File: config.mk
export PLATFORM = sky130hd
export DESIGN_NAME = midi_track_event_parser_unit
export DESIGN_NICKNAME = d
export VERILOG_FILES = /design/src/rtl/mtep_pkg.sv /design/src/rtl/midi_track_event_parser_unit.sv /design/src/rtl/mtep_parser.sv
export SDC_FILE = /design/constraint.sdc
export NUM_CORES = 1
export LEC_CHECK = 0
export BUFFER_PORTS_ARGS = -buffer_cell sky130_fd_sc_hd__buf_2
export CAP_MARGIN = 30
export CORE_MARGIN = 2
export CORE_UTILIZATION = 55
export CTS_CLUSTER_SIZE = 25
export DETAILED_ROUTE_END_ITERATION = 7
export PLACE_DENSITY = 0.76
export REMOVE_ABC_BUFFERS = 1
export SETUP_SLACK_MARGIN = 0.05
export SYNTH_ARGS = -nofsm -noshare
export SYNTH_HDL_FRONTEND = slang
export SYNTH_SLANG_ARGS = --single-unit
File: constraint.sdc
create_clock -name i_clk -period 13.09 [get_ports i_clk]
set_input_delay 1.9635 -clock i_clk [delete_from_list [all_inputs] [get_ports i_clk]]
set_output_delay 1.9635 -clock i_clk [all_outputs]
set_load 0.03 [all_outputs]
File: src/rtl/mtep_pkg.sv
// Package: types, codes and a decode helper shared by the track event parser.
`default_nettype none

package mtep_pkg;

    localparam int TICK_BITS_DEF = 48;
    localparam int EVENT_TICK_W  = 48;
    localparam int VLQ_W         = 28;
    localparam int VLQ_CNT_W     = 3;
    localparam int TEMPO_W       = 24;
    localparam int COUNT_W       = 32;

    localparam logic [7:0]         STATUS_META  = 8'hFF;
    localparam logic [7:0]         STATUS_SYSEX = 8'hF0;
    localparam logic [7:0]         STATUS_ESC   = 8'hF7;
    localparam logic [7:0]         META_TEMPO   = 8'h51;
    localparam logic [VLQ_W-1:0]   TEMPO_LEN    = VLQ_W'(3);
    localparam logic [VLQ_CNT_W-1:0] VLQ_MAX_CNT = VLQ_CNT_W'(4);

    localparam logic [3:0] NIB_NOTE_OFF = 4'h8;
    localparam logic [3:0] NIB_NOTE_ON  = 4'h9;
    localparam logic [3:0] NIB_CONTROL  = 4'hB;
    localparam logic [3:0] NIB_PROGRAM  = 4'hC;
    localparam logic [3:0] NIB_CH_PRESS = 4'hD;
    localparam logic [3:0] NIB_BEND     = 4'hE;
    localparam logic [3:0] NIB_SYSTEM   = 4'hF;

    typedef enum logic [3:0] {
        PH_DELTA,
        PH_STATUS,
        PH_META_TYPE,
        PH_META_LEN,
        PH_META_SKIP,
        PH_TEMPO,
        PH_SYSEX_LEN,
        PH_SYSEX_SKIP,
        PH_DATA1,
        PH_DATA2
    } t_phase;

    typedef enum logic [2:0] {
        KIND_NOTE_OFF,
        KIND_NOTE_ON,
        KIND_CONTROL,
        KIND_PROGRAM,
        KIND_BEND,
        KIND_TEMPO,
        KIND_END,
        KIND_ERROR
    } t_kind;

    typedef enum logic [3:0] {
        ERR_NONE,
        ERR_VLQ_SHORT,
        ERR_VLQ_LONG,
        ERR_NO_RUNNING,
        ERR_TICK_OVF,
        ERR_EVENT_TRUNC,
        ERR_META_TRUNC,
        ERR_META_OVERRUN,
        ERR_SYSEX_OVERRUN,
        ERR_SYSTEM,
        ERR_CHAN_TRUNC,
        ERR_DATA_HIGH
    } t_err;

    typedef struct packed {
        logic  valid;
        t_kind kind;
    } t_chan_kind;

    typedef struct packed {
        t_kind                   result_kind;
        logic [3:0]              channel_number;
        logic [6:0]              first_value;
        logic [6:0]              second_value;
        logic [TEMPO_W-1:0]      tempo_value;
        logic [EVENT_TICK_W-1:0] event_tick;
        logic [COUNT_W-1:0]      event_number;
        t_err                    error_code;
        logic                    track_end;
    } t_result;

    function automatic t_chan_kind chan_kind(input logic [7:0] status, input logic [6:0] second);
        t_chan_kind ck;
        ck.valid = 1'b1;
        ck.kind  = KIND_NOTE_OFF;
        unique case (status[7:4])
            NIB_NOTE_OFF: ck.kind = KIND_NOTE_OFF;
            NIB_NOTE_ON:  ck.kind = (second == 7'd0) ? KIND_NOTE_OFF : KIND_NOTE_ON;
            NIB_CONTROL:  ck.kind = KIND_CONTROL;
            NIB_PROGRAM:  ck.kind = KIND_PROGRAM;
            NIB_BEND:     ck.kind = KIND_BEND;
            default:      ck.valid = 1'b0;
        endcase
        return ck;
    endfunction

endpackage

`default_nettype wire

File: src/rtl/midi_track_event_parser_unit.sv
// Top level of the track event parser: byte input, parser, result register and skid stage.
//
//   channel   | direction | handshake          | word
//   ----------+-----------+--------------------+----------------------------------------
//   byte in   | in        | i_valid / o_ready  | i_data_byte, i_last_byte
//   result    | out       | o_valid / i_ready  | o_result_kind ... o_track_end
//
// One byte is taken per cycle while o_ready is high; its result, if any, shows the next cycle unless one is held.
// The parser state updates in the cycle the byte is taken; one result register plus a
// one-entry skid stage let a byte enter while an earlier result is still held.
// o_ready drops only while the skid stage is full.
// Reset clears parser state and both output stages; the last byte of a track clears
// the parser state the same way.
`default_nettype none

module midi_track_event_parser_unit #(
    parameter int TICK_BITS = mtep_pkg::TICK_BITS_DEF
) (
    input  wire logic        i_clk,
    input  wire logic        i_rst_n,
    input  wire logic        i_valid,
    output logic             o_ready,
    input  wire logic [7:0]  i_data_byte,
    input  wire logic        i_last_byte,
    output logic             o_valid,
    input  wire logic        i_ready,
    output logic [2:0]       o_result_kind,
    output logic [3:0]       o_channel_number,
    output logic [6:0]       o_first_value,
    output logic [6:0]       o_second_value,
    output logic [23:0]      o_tempo_value,
    output logic [47:0]      o_event_tick,
    output logic [31:0]      o_event_number,
    output logic [3:0]       o_error_code,
    output logic             o_track_end
);

    logic               accept;
    logic               res_valid;
    mtep_pkg::t_result  res;
    logic               load_out;

    logic               r_out_valid;
    mtep_pkg::t_result  r_out;
    logic               r_skid_valid;
    mtep_pkg::t_result  r_skid;

    assign o_ready  = !r_skid_valid;
    assign accept   = i_valid && o_ready;
    assign load_out = !r_out_valid || i_ready;

    mtep_parser #(
        .TICK_BITS (TICK_BITS)
    ) u_parser (
        .i_clk       (i_clk),
        .i_rst_n     (i_rst_n),
        .i_accept    (accept),
        .i_data_byte (i_data_byte),
        .i_last_byte (i_last_byte),
        .o_res_valid (res_valid),
        .o_res       (res)
    );

    always_ff @(posedge i_clk) begin
        if (!i_rst_n) begin
            r_out_valid  <= 1'b0;
            r_skid_valid <= 1'b0;
        end else if (load_out) begin
            if (r_skid_valid) begin
                r_out_valid  <= 1'b1;
                r_skid_valid <= 1'b0;
            end else begin
                r_out_valid  <= res_valid;
            end
        end else if (res_valid) begin
            r_skid_valid <= 1'b1;
        end
    end

    always_ff @(posedge i_clk) begin
        if (load_out) begin
            r_out <= r_skid_valid ? r_skid : res;
        end
        if (!load_out && res_valid) begin
            r_skid <= res;
        end
    end

    assign o_valid          = r_out_valid;
    assign o_result_kind    = r_out.result_kind;
    assign o_channel_number = r_out.channel_number;
    assign o_first_value    = r_out.first_value;
    assign o_second_value   = r_out.second_value;
    assign o_tempo_value    = r_out.tempo_value;
    assign o_event_tick     = r_out.event_tick;
    assign o_event_number   = r_out.event_number;
    assign o_error_code     = r_out.error_code;
    assign o_track_end      = r_out.track_end;

endmodule

`default_nettype wire

File: src/rtl/mtep_parser.sv
// Parser state registers and per-byte decode of the track chunk.
`default_nettype none

module mtep_parser #(
    parameter int TICK_BITS = mtep_pkg::TICK_BITS_DEF
) (
    input  wire logic             i_clk,
    input  wire logic             i_rst_n,
    input  wire logic             i_accept,
    input  wire logic [7:0]       i_data_byte,
    input  wire logic             i_last_byte,
    output logic                  o_res_valid,
    output mtep_pkg::t_result     o_res
);

    mtep_pkg::t_phase                       r_phase, n_phase;
    logic [mtep_pkg::VLQ_W-1:0]             r_vlq_acc, n_vlq_acc;
    logic [mtep_pkg::VLQ_CNT_W-1:0]         r_vlq_cnt, n_vlq_cnt;
    logic [TICK_BITS-1:0]                   r_tick, n_tick;
    logic [7:0]                             r_running, n_running;
    logic [7:0]                             r_ev_status, n_ev_status;
    logic [6:0]                             r_held, n_held;
    logic [mtep_pkg::VLQ_W-1:0]             r_skip, n_skip;
    logic                                   r_meta_tempo, n_meta_tempo;
    logic [mtep_pkg::TEMPO_W-1:0]           r_tempo, n_tempo;
    logic [mtep_pkg::COUNT_W-1:0]           r_count, n_count;
    logic                                   r_err_latched, n_err_latched;

    logic [mtep_pkg::VLQ_W-1:0]             vlq_acc_take;
    logic [mtep_pkg::VLQ_CNT_W-1:0]         vlq_cnt_take;
    logic                                   vlq_done, vlq_long;
    logic [TICK_BITS:0]                     tick_sum;
    logic [63:0]                            tick_ext;

    mtep_pkg::t_err                         err;
    mtep_pkg::t_chan_kind                   ev_kind;
    logic [6:0]                             v1, v2;
    logic [mtep_pkg::TEMPO_W-1:0]           tempo_out;
    logic                                   done, data1, one_byte, clear;
    logic                                   res_valid;
    mtep_pkg::t_kind                        res_kind;

    assign vlq_acc_take = {r_vlq_acc[mtep_pkg::VLQ_W-8:0], i_data_byte[6:0]};
    assign vlq_cnt_take = r_vlq_cnt + mtep_pkg::VLQ_CNT_W'(1);
    assign vlq_done     = !i_data_byte[7];
    assign vlq_long     = (vlq_cnt_take >= mtep_pkg::VLQ_MAX_CNT);
    assign tick_sum     = {1'b0, r_tick} + (TICK_BITS+1)'(vlq_acc_take);

    // next state
    always_comb begin
        n_phase       = r_phase;
        n_vlq_acc     = r_vlq_acc;
        n_vlq_cnt     = r_vlq_cnt;
        n_tick        = r_tick;
        n_running     = r_running;
        n_ev_status   = r_ev_status;
        n_held        = r_held;
        n_skip        = r_skip;
        n_meta_tempo  = r_meta_tempo;
        n_tempo       = r_tempo;
        n_count       = r_count;
        n_err_latched = r_err_latched;
        err           = mtep_pkg::ERR_NONE;
        ev_kind       = '0;
        v1            = 7'd0;
        v2            = 7'd0;
        tempo_out     = '0;
        done          = 1'b0;
        data1         = 1'b0;
        one_byte      = 1'b0;
        res_valid     = 1'b0;
        res_kind      = mtep_pkg::KIND_END;

        if (r_err_latched) begin
            res_valid = i_last_byte;
        end else begin
            unique case (r_phase)
                mtep_pkg::PH_DELTA: begin
                    n_vlq_acc = vlq_acc_take;
                    n_vlq_cnt = vlq_cnt_take;
                    if (vlq_done) begin
                        if (tick_sum[TICK_BITS]) begin
                            err = mtep_pkg::ERR_TICK_OVF;
                        end else begin
                            n_tick = tick_sum[TICK_BITS-1:0];
                            if (i_last_byte) err = mtep_pkg::ERR_EVENT_TRUNC;
                            else n_phase = mtep_pkg::PH_STATUS;
                        end
                    end else if (vlq_long) begin
                        err = mtep_pkg::ERR_VLQ_LONG;
                    end else if (i_last_byte) begin
                        err = mtep_pkg::ERR_VLQ_SHORT;
                    end
                end
                mtep_pkg::PH_STATUS: begin
                    priority if (!i_data_byte[7]) begin
                        if (r_running == 8'd0) begin
                            err = mtep_pkg::ERR_NO_RUNNING;
                        end else begin
                            n_ev_status = r_running;
                            data1 = 1'b1;
                        end
                    end else if (i_data_byte == mtep_pkg::STATUS_META) begin
                        n_running = 8'd0;
                        if (i_last_byte) err = mtep_pkg::ERR_META_TRUNC;
                        else n_phase = mtep_pkg::PH_META_TYPE;
                    end else if (i_data_byte == mtep_pkg::STATUS_SYSEX
                                 || i_data_byte == mtep_pkg::STATUS_ESC) begin
                        n_running = 8'd0;
                        n_vlq_acc = '0;
                        n_vlq_cnt = '0;
                        if (i_last_byte) err = mtep_pkg::ERR_VLQ_SHORT;
                        else n_phase = mtep_pkg::PH_SYSEX_LEN;
                    end else if (i_data_byte[7:4] == mtep_pkg::NIB_SYSTEM) begin
                        err = mtep_pkg::ERR_SYSTEM;
                    end else begin
                        n_running   = i_data_byte;
                        n_ev_status = i_data_byte;
                        if (i_last_byte) err = mtep_pkg::ERR_CHAN_TRUNC;
                        else n_phase = mtep_pkg::PH_DATA1;
                    end
                end
                mtep_pkg::PH_DATA1: begin
                    data1 = 1'b1;
                end
                mtep_pkg::PH_DATA2: begin
                    if (i_data_byte[7]) begin
                        err = mtep_pkg::ERR_DATA_HIGH;
                    end else begin
                        ev_kind = mtep_pkg::chan_kind(r_ev_status, i_data_byte[6:0]);
                        v1   = r_held;
                        v2   = i_data_byte[6:0];
                        done = 1'b1;
                    end
                end
                mtep_pkg::PH_META_TYPE: begin
                    n_meta_tempo = (i_data_byte == mtep_pkg::META_TEMPO);
                    n_vlq_acc    = '0;
                    n_vlq_cnt    = '0;
                    if (i_last_byte) err = mtep_pkg::ERR_VLQ_SHORT;
                    else n_phase = mtep_pkg::PH_META_LEN;
                end
                mtep_pkg::PH_META_LEN, mtep_pkg::PH_SYSEX_LEN: begin
                    n_vlq_acc = vlq_acc_take;
                    n_vlq_cnt = vlq_cnt_take;
                    if (vlq_done) begin
                        priority if (vlq_acc_take == '0) begin
                            done = 1'b1;
                        end else if (i_last_byte) begin
                            err = (r_phase == mtep_pkg::PH_META_LEN)
                                ? mtep_pkg::ERR_META_OVERRUN : mtep_pkg::ERR_SYSEX_OVERRUN;
                        end else begin
                            n_skip = vlq_acc_take;
                            priority if (r_phase == mtep_pkg::PH_META_LEN && r_meta_tempo
                                         && vlq_acc_take == mtep_pkg::TEMPO_LEN) begin
                                n_tempo = '0;
                                n_phase = mtep_pkg::PH_TEMPO;
                            end else if (r_phase == mtep_pkg::PH_META_LEN) begin
                                n_phase = mtep_pkg::PH_META_SKIP;
                            end else begin
                                n_phase = mtep_pkg::PH_SYSEX_SKIP;
                            end
                        end
                    end else if (vlq_long) begin
                        err = mtep_pkg::ERR_VLQ_LONG;
                    end else if (i_last_byte) begin
                        err = mtep_pkg::ERR_VLQ_SHORT;
                    end
                end
                mtep_pkg::PH_META_SKIP, mtep_pkg::PH_SYSEX_SKIP, mtep_pkg::PH_TEMPO: begin
                    if (r_phase == mtep_pkg::PH_TEMPO) begin
                        n_tempo = {r_tempo[mtep_pkg::TEMPO_W-9:0], i_data_byte};
                    end
                    n_skip = r_skip - mtep_pkg::VLQ_W'(1);
                    if (n_skip == '0) begin
                        done = 1'b1;
                        if (r_phase == mtep_pkg::PH_TEMPO) begin
                            ev_kind.valid = 1'b1;
                            ev_kind.kind  = mtep_pkg::KIND_TEMPO;
                            tempo_out     = n_tempo;
                        end
                    end else if (i_last_byte) begin
                        err = (r_phase == mtep_pkg::PH_SYSEX_SKIP)
                            ? mtep_pkg::ERR_SYSEX_OVERRUN : mtep_pkg::ERR_META_OVERRUN;
                    end
                end
                default: begin
                    n_phase   = mtep_pkg::PH_DELTA;
                    n_vlq_acc = '0;
                    n_vlq_cnt = '0;
                end
            endcase

            if (data1) begin
                one_byte = (n_ev_status[7:4] == mtep_pkg::NIB_PROGRAM)
                        || (n_ev_status[7:4] == mtep_pkg::NIB_CH_PRESS);
                priority if (!one_byte && i_last_byte) begin
                    err = mtep_pkg::ERR_CHAN_TRUNC;
                end else if (i_data_byte[7]) begin
                    err = mtep_pkg::ERR_DATA_HIGH;
                end else if (one_byte) begin
                    ev_kind = mtep_pkg::chan_kind(n_ev_status, 7'd0);
                    v1   = i_data_byte[6:0];
                    done = 1'b1;
                end else begin
                    n_held  = i_data_byte[6:0];
                    n_phase = mtep_pkg::PH_DATA2;
                end
            end

            if (err != mtep_pkg::ERR_NONE) begin
                res_valid = 1'b1;
                res_kind  = mtep_pkg::KIND_ERROR;
                if (!i_last_byte) n_err_latched = 1'b1;
            end else if (done) begin
                n_phase   = mtep_pkg::PH_DELTA;
                n_vlq_acc = '0;
                n_vlq_cnt = '0;
                if (ev_kind.valid) begin
                    res_valid = 1'b1;
                    res_kind  = ev_kind.kind;
                    n_count   = r_count + mtep_pkg::COUNT_W'(1);
                end else if (i_last_byte) begin
                    res_valid = 1'b1;
                end
            end else if (i_last_byte) begin
                res_valid = 1'b1;
                res_kind  = mtep_pkg::KIND_ERROR;
                err       = mtep_pkg::ERR_EVENT_TRUNC;
            end
        end

        clear = i_last_byte;
    end

    // result word
    always_comb begin
        tick_ext             = 64'(n_tick);
        o_res_valid          = i_accept && res_valid;
        o_res                = '0;
        o_res.result_kind    = res_kind;
        o_res.event_tick     = tick_ext[mtep_pkg::EVENT_TICK_W-1:0];
        o_res.event_number   = r_count;
        o_res.track_end      = i_last_byte;
        o_res.error_code     = err;
        if (res_kind != mtep_pkg::KIND_ERROR && res_kind != mtep_pkg::KIND_END) begin
            o_res.first_value  = v1;
            o_res.second_value = v2;
            o_res.tempo_value  = tempo_out;
            if (res_kind != mtep_pkg::KIND_TEMPO) begin
                o_res.channel_number = n_ev_status[3:0];
            end
        end
    end

    always_ff @(posedge i_clk) begin
        if (!i_rst_n || (i_accept && clear)) begin
            r_phase       <= mtep_pkg::PH_DELTA;
            r_vlq_acc     <= '0;
            r_vlq_cnt     <= '0;
            r_tick        <= '0;
            r_running     <= '0;
            r_ev_status   <= '0;
            r_held        <= '0;
            r_skip        <= '0;
            r_meta_tempo  <= 1'b0;
            r_tempo       <= '0;
            r_count       <= '0;
            r_err_latched <= 1'b0;
        end else if (i_accept) begin
            r_phase       <= n_phase;
            r_vlq_acc     <= n_vlq_acc;
            r_vlq_cnt     <= n_vlq_cnt;
            r_tick        <= n_tick;
            r_running     <= n_running;
            r_ev_status   <= n_ev_status;
            r_held        <= n_held;
            r_skip        <= n_skip;
            r_meta_tempo  <= n_meta_tempo;
            r_tempo       <= n_tempo;
            r_count       <= n_count;
            r_err_latched <= n_err_latched;
        end
    end

endmodule

`default_nettype wire

==> run_results.csv, run 1 <==
group,metric,value,unit
drt,ant_nets,0,
floorplanning,die_h,201,um
floorplanning,die_w,201,um
sta,maxSlewViolCount,0,
cts,clk_latency,580,ps
finish,fillers,3058,
sta,finalCritPeriodShare,0.499,
logic_synthesis,synth_seq_area_share,0.536,
logic_synthesis,syn_inst,2047,
cts,cts.sinks,439,
setup_path,critPathRequiredTime,13380,ps
setup_path,cp_common_cell,"a21oi_1",
finish,drive_above_1_share,0.179,
run,max-cap-violations,0,
logic_synthesis,synth_area_per_cell,10.4,um^2
logic_synthesis,synthAdderAreaFrac,0.0198,
logic_synthesis,ys_ff_latch,439,
logic_synthesis,synth_ff_type,"edfxtp_1",
drt,wire_per_inst,20.0,um
sta,clock_skew,15.6,ps
cts,post_cts_buffers,0,
drt,via_count,16469,
setup_path,crit_chain,"buf_2 > ha_1 > fa_1 > a211oi_1 > o211ai_1 > a21oi_1 > a21oi_1 > o211ai_1 > a21oi_1 > o41ai_2 > nor3_2 > buf_4 > buf_4 > buf_16",
grt,grt_pass1_wl,84900,um
floorplanning,coreArea,37800,um^2
sta,tns,0,ps
finish,areaGrowthSynthToFinish,11.8,%
cts,cts_root_buf,"clkbuf_16",
cts,htreeDepth,2,
setup_path,critical-path-slowest-cell,"o211ai_1",
floorplanning,start_util,0.561,
drt,drcViolationCount,0,
drt,drt-initial-drc-count,1406,
logic_synthesis,synth_top_family_by_area,"simple AND/OR/NAND/NOR gates",
sta,tightest_slew,1020,ps
drt,wl_met3,2970,um
drt,wl_met1,23800,um
sta,fmax,153,MHz
logic_synthesis,ys.warnings.count,0,
setup_path,critPathCaptureType,"flip-flop",
setup_path,start_kind,"primary input",
sta,rsz0062_at_grt,"false",
logic_synthesis,synth-compound-area-share,0.148,
finish,num_antenna_cells,0,
grt,antenna_found_initial,0,
logic_synthesis,synth.distinct_cells,76,
setup_path,cp_top_family,"compound AO/OA/AOI/OAI gates",
logic_synthesis,synthMuxAreaShare,0.0689,
floorplanning,dieArea,40200,um^2
pwr,cellLeakagePower,9.36,nW
finish,nets,2166,
setup_path,reg2reg_slack,7980,ps
run_status,status,"finished clean",
floorplanning,num_rows,71,
drt,vias_per_cell,6.18,
logic_synthesis,synth_xor_xnor_area_share,0.0289,
logic_synthesis,synth_area,21200,um^2
setup_path,worstPathArrival,6830,ps
logic_synthesis,synth-async-reset-ratio,0,
floorplanning,ios,145,
logic_synthesis,synth-simple-area-share,0.167,
setup_path,critPathMaxFanout,44,
cts,hold_buffers,0,
sta,setup_violations,0,
pwr,powerDensity,128,nW/um^2
cts,postCtsResizedCells,0,
grt,grt_max_degree,97,
pwr,fin_total_pwr,3.04,mW
grt,grt_usage,0.261,
placed_design,dp_hpwl,34500,um
pwr,ir_drop,0.0000874,V
cts,path_clk_slew,60,ps
cts,cts_made_buffers,44,
sta,period_minus_slack,6540,ps
placed_design,port_buffers,144,
logic_synthesis,synth_edf_count,260,
grt,grt-ovfl-total,0,
placed_design,placed_cells,2583,
finish,finish.utilization,0.628,
finish,finalNonFillerCells,2667,
cts,cts_buffer_depth,3,
setup_path,cpPeakStageDelay,850,ps
drt,drt_wl_total,53300,um
grt,grt_pass1_vias,15589,
setup_path,crit_type,"primary input to flip-flop",
cts,cts_tree,"yes",
sta,maxSlewHeadroom,0.318,
drt,drt-pass1-iter-count,5,
worst_hold_path,hold_class,"flip-flop to flip-flop",
placed_design,routabilityCongestion,0.960,
drt,topRoutingLayerUsed,"met4",
sta,hold_viol,0,
drt,met2WireLength,25100,um
setup_path,path_buf_inv,4,
## Yosys cell counts, drive strengths merged (6+ instances only)
library cell / count / share of area
o211ai: 10 / 0.0035
or4: 10 / 0.0037
a41o: 16 / 0.0075
edfxtp: 260 / 0.37
a311o: 6 / 0.0028
nor2: 245 / 0.043
clkbuf: 114 / 0.020
nor2b: 9 / 0.0026
a211oi: 22 / 0.0078
nor4: 28 / 0.0090
o22ai: 8 / 0.0024
nand4: 34 / 0.010
or3: 15 / 0.0044
xnor2: 44 / 0.018
a31o: 8 / 0.0033
o2bb2ai: 8 / 0.0033
nand2: 207 / 0.037
mux2: 114 / 0.060
nor3: 45 / 0.011
a21oi: 99 / 0.023
ha: 32 / 0.019
a31oi: 34 / 0.010
a22o: 27 / 0.011
and3: 31 / 0.0091
a22oi: 35 / 0.012
xor2: 26 / 0.011
buf: 30 / 0.0076
mux2i: 18 / 0.0085
inv: 20 / 0.0035
a221oi: 6 / 0.0025
dfxtp: 179 / 0.17
o21ai: 74 / 0.017
nor3b: 6 / 0.0029
a21o: 18 / 0.0064
or2: 6 / 0.0018
o31ai: 37 / 0.013
and2: 21 / 0.0062
and4: 10 / 0.0041
o21a: 14 / 0.0049
nand2b: 12 / 0.0035
nand3: 53 / 0.012
## cells by family after synthesis
| kind of cell | count (synthesis) |
|---|---|
| DFF | 439 |
| buffers and inverters | 165 |
| muxes | 132 |
| and+or+nand+nor | 747 |
| xor gates and xnor gates | 70 |
| AOI/OAI and AO/OA | 461 |
| adders and majority gates | 33 |
## cell usage in the layout, fill, tap and decap left out, drive strengths merged, types with 12 or more instances in the layout
cell / count
edfxtp: 260
nor2: 245
nand2: 207
dfxtp: 179
buf: 171
mux2: 114
a21oi: 99
o21ai: 74
clkbuf: 61
nand3: 53
nor3: 45
xnor2: 44
o31ai: 37
a22oi: 35
nand4: 34
a31oi: 34
ha: 32
and3: 31
nor4: 28
a22o: 27
xor2: 26
a211oi: 22
inv: 22
and2: 21
a21o: 18
mux2i: 18
clkinv: 17
a41o: 16
or3: 15
o21a: 14
nand2b: 12
## cell type report
class	count	area, um^2	share of cell area
Sequential cell	439	11400	0.480
Multi-Input combinational cell	1443	9260	0.390
Clock buffer	61	1220	0.0516
Timing Repair Buffer	171	988	0.0416
Tap cell	511	639	0.0269
Clock inverter	21	165	0.00695
Inverter	21	83.8	0.00353
## per-layer routing
metal,GRT usage,vias up
li1,-,7776
met4,0.0960,0
met3,0.0308,104
met1,0.365,8024
met5,0,-
met2,0.419,565
## worst min-delay path, stage by stage (launching register included)
cell and delay (ps):
dfxtp_1 310, nand2_1 50, a21oi_1 50
## state kept, by name (all words and copies together), names as in the netlist, 7 cells and up
name / flops
u_parser.r_tempo: 16
u_parser.r_count: 32
u_parser.r_skip: 28
r_skid: 130
u_parser.r_vlq_acc: 21
o_second_value: 7
u_parser.r_tick: 48
o_tempo_value: 24
o_first_value: 7
u_parser.r_held: 7
o_event_tick: 48
o_event_number: 32
u_parser.r_ev_status: 8
u_parser.r_running: 8
## final timing paths
path | startpoint | to | depth (start not counted)
worst max register to register | u_parser.r_tick[0] | r_skid[72] | 13
worst min-delay path | u_parser.r_ev_status[1] | u_parser.r_ev_status[1] | 2
worst max-delay path | i_data_byte[0] | r_skid[72] | 14
worst min register to register | u_parser.r_ev_status[1] | u_parser.r_ev_status[1] | 2
## power breakdown
part / total (mW) / internal (mW) / leakage, nW / switching (mW)
registers: 1.54 / 1.51 / 4.13 / 0.0252
clock network: 1.21 / 0.681 / 0.686 / 0.534
logic: 0.285 / 0.0805 / 4.54 / 0.205
## stage by stage
stage,hold WS [ps],setup WS [ps],instance area [um^2]
after global placement,442,6240,22200
final,465,6550,23800
after floorplan,432,-979,20700
after detailed placement,454,6070,22300
after CTS,465,6650,23700
after global routing,478,6240,23800
Note: power is estimated with default switching activity, not from simulation.
==> run 2: changes to the inputs <==
Settings changed: PLACE_DENSITY 0.76 to 0.74.
Clock period 13.09 ns to 6.6 ns, I/O delays scaled along.
==> run 2 against run 1 <==
Effect of this change:
- cell count is 0.19% higher
- non-clock buffer count is 3 higher
- clock power is 110% higher
- via count is 0.33% higher
- die area stayed put
- register-to-register slack worse by 6200 ps
- largest power group unchanged
- first-iteration DRC count is 3.8% lower
- wire length is 2.0% higher
- largest cell class unchanged
- highest routed layer unchanged
- power is 100% higher
- clock-buffer cell count is 3 higher
==> run_results.csv, run 2 (synthesis results as in run 1) <==
group,metric,value,unit
run_status,status,"finished clean",
cts,cts_made_buffers,45,
cts,cts.sinks,439,
sta,tns,0,ps
setup_path,worstPathArrival,5310,ps
drt,drcViolationCount,0,
setup_path,start_kind,"primary input",
drt,ant_nets,0,
pwr,powerDensity,259,nW/um^2
cts,htreeDepth,2,
drt,wire_per_inst,20.4,um
drt,drt_wl_total,54400,um
cts,clk_latency,600,ps
placed_design,pre_cts_ws,1130,ps
setup_path,critPathRequiredTime,6960,ps
finish,nets,2170,
drt,via_count,16523,
drt,vias_per_cell,6.18,
pwr,cellLeakagePower,9.43,nW
grt,grt-ovfl-total,0,
floorplanning,die_h,201,um
finish,num_antenna_cells,0,
floorplanning,start_util,0.561,
cts,hold_buffers,0,
grt,grt_pass1_wl,86200,um
sta,clock_skew,31.8,ps
sta,fmax,202,MHz
floorplanning,dieArea,40200,um^2
run,max-cap-violations,0,
finish,areaGrowthSynthToFinish,12.5,%
sta,hold_viol,0,
floorplanning,num_rows,71,
setup_path,critPathCaptureType,"flip-flop",
setup_path,crit_type,"primary input to flip-flop",
floorplanning,coreArea,37800,um^2
placed_design,dp_hpwl,35900,um
worst_hold_path,hold_class,"flip-flop to flip-flop",
sta,rsz0062_at_grt,"false",
cts,postCtsResizedCells,0,
cts,cts_tree,"yes",
finish,regMostFlops,"r_skid",
grt,antenna_found_initial,0,
grt,grt_max_degree,86,
finish,multiInputGateArea,9250,um^2
floorplanning,die_w,201,um
finish,final_cell_mix,"edfxtp_1 (260), nor2_1 (244), nand2_1 (207)",
sta,period_minus_slack,4950,ps
cts,path_clk_slew,60,ps
finish,regArea,11400,um^2
finish,fillers,3014,
cts,cts_buffer_depth,3,
cts,cts_root_buf,"clkbuf_16",
sta,finalCritPeriodShare,0.750,
floorplanning,ios,145,
placed_design,port_buffers,144,
grt,grt_pass1_vias,15654,
sta,maxSlewViolCount,0,
placed_design,routabilityCongestion,0.912,
sta,maxSlewHeadroom,0.327,
sta,setup_violations,0,
drt,drt-initial-drc-count,1352,
drt,drt-pass1-iter-count,5,
finish,layout_commonest_cell,"edfxtp_1",
pwr,ir_drop,0.000259,V
setup_path,critPathMaxFanout,45,
finish,largest_reg_flops,130,
cts,post_cts_buffers,0,
finish,finish.utilization,0.632,
finish,drive_above_1_share,0.182,
sta,tightest_slew,1010,ps
sta,setup_ws,1650,ps
grt,grt_usage,0.266,
[run 2: final timing paths]
kind | startpoint | end | slack [ps] | cells after the start
max | i_data_byte[7] | o_tempo_value[1] | 1650 | 9
min | u_parser.r_ev_status[3] | u_parser.r_ev_status[3] | 460 | 2
max reg2reg | u_parser.r_phase[0] | o_tempo_value[1] | 1790 | 8
min reg2reg | u_parser.r_ev_status[3] | u_parser.r_ev_status[3] | 460 | 2
[run 2: metal layers]
metal / GRT usage / routed length, um
met5: 0 / 0
met4: 0.0825 / 1360
met3: 0.0304 / 3110
met2: 0.439 / 26000
met1: 0.369 / 23900
[run 2: stage by stage]
step                cell area, um^2  hold slack, ps  power (mW)  cells
floorplan                     20700             432        3.49   1903
global placement              22300             442        3.67   2583
detailed placement            22400             452        3.68   2588
CTS                           23900             461        6.24   2672
global route                  23900             481        6.40   2672
finish                        23900             460        6.20   2672
[run 2: where the power goes]
| part | internal, mW | leakage [nW] | switching, mW |
|---|---|---|---|
| combinational | 0.164 | 4.56 | 0.409 |
| sequential | 3.00 | 4.13 | 0.0529 |
| clock | 1.49 | 0.741 | 1.08 |
[run 2: layout make-up]
type,count,area share
sequential,439,0.477
multi-input combinational,1443,0.387
clock buffer,64,0.0534
timing repair buffer,174,0.0427
tap,511,0.0267
clock inverter,20,0.0101
inverter,21,0.00351
[run 2: critical path: stages]
cell and delay [ps]:
buf_2 500, clkinv_1 650, a211oi_1 460, a2bb2oi_1 310
nand3_1 160, o21ai_0 520, a31o_2 340, nand3_2 750
o31ai_1 580
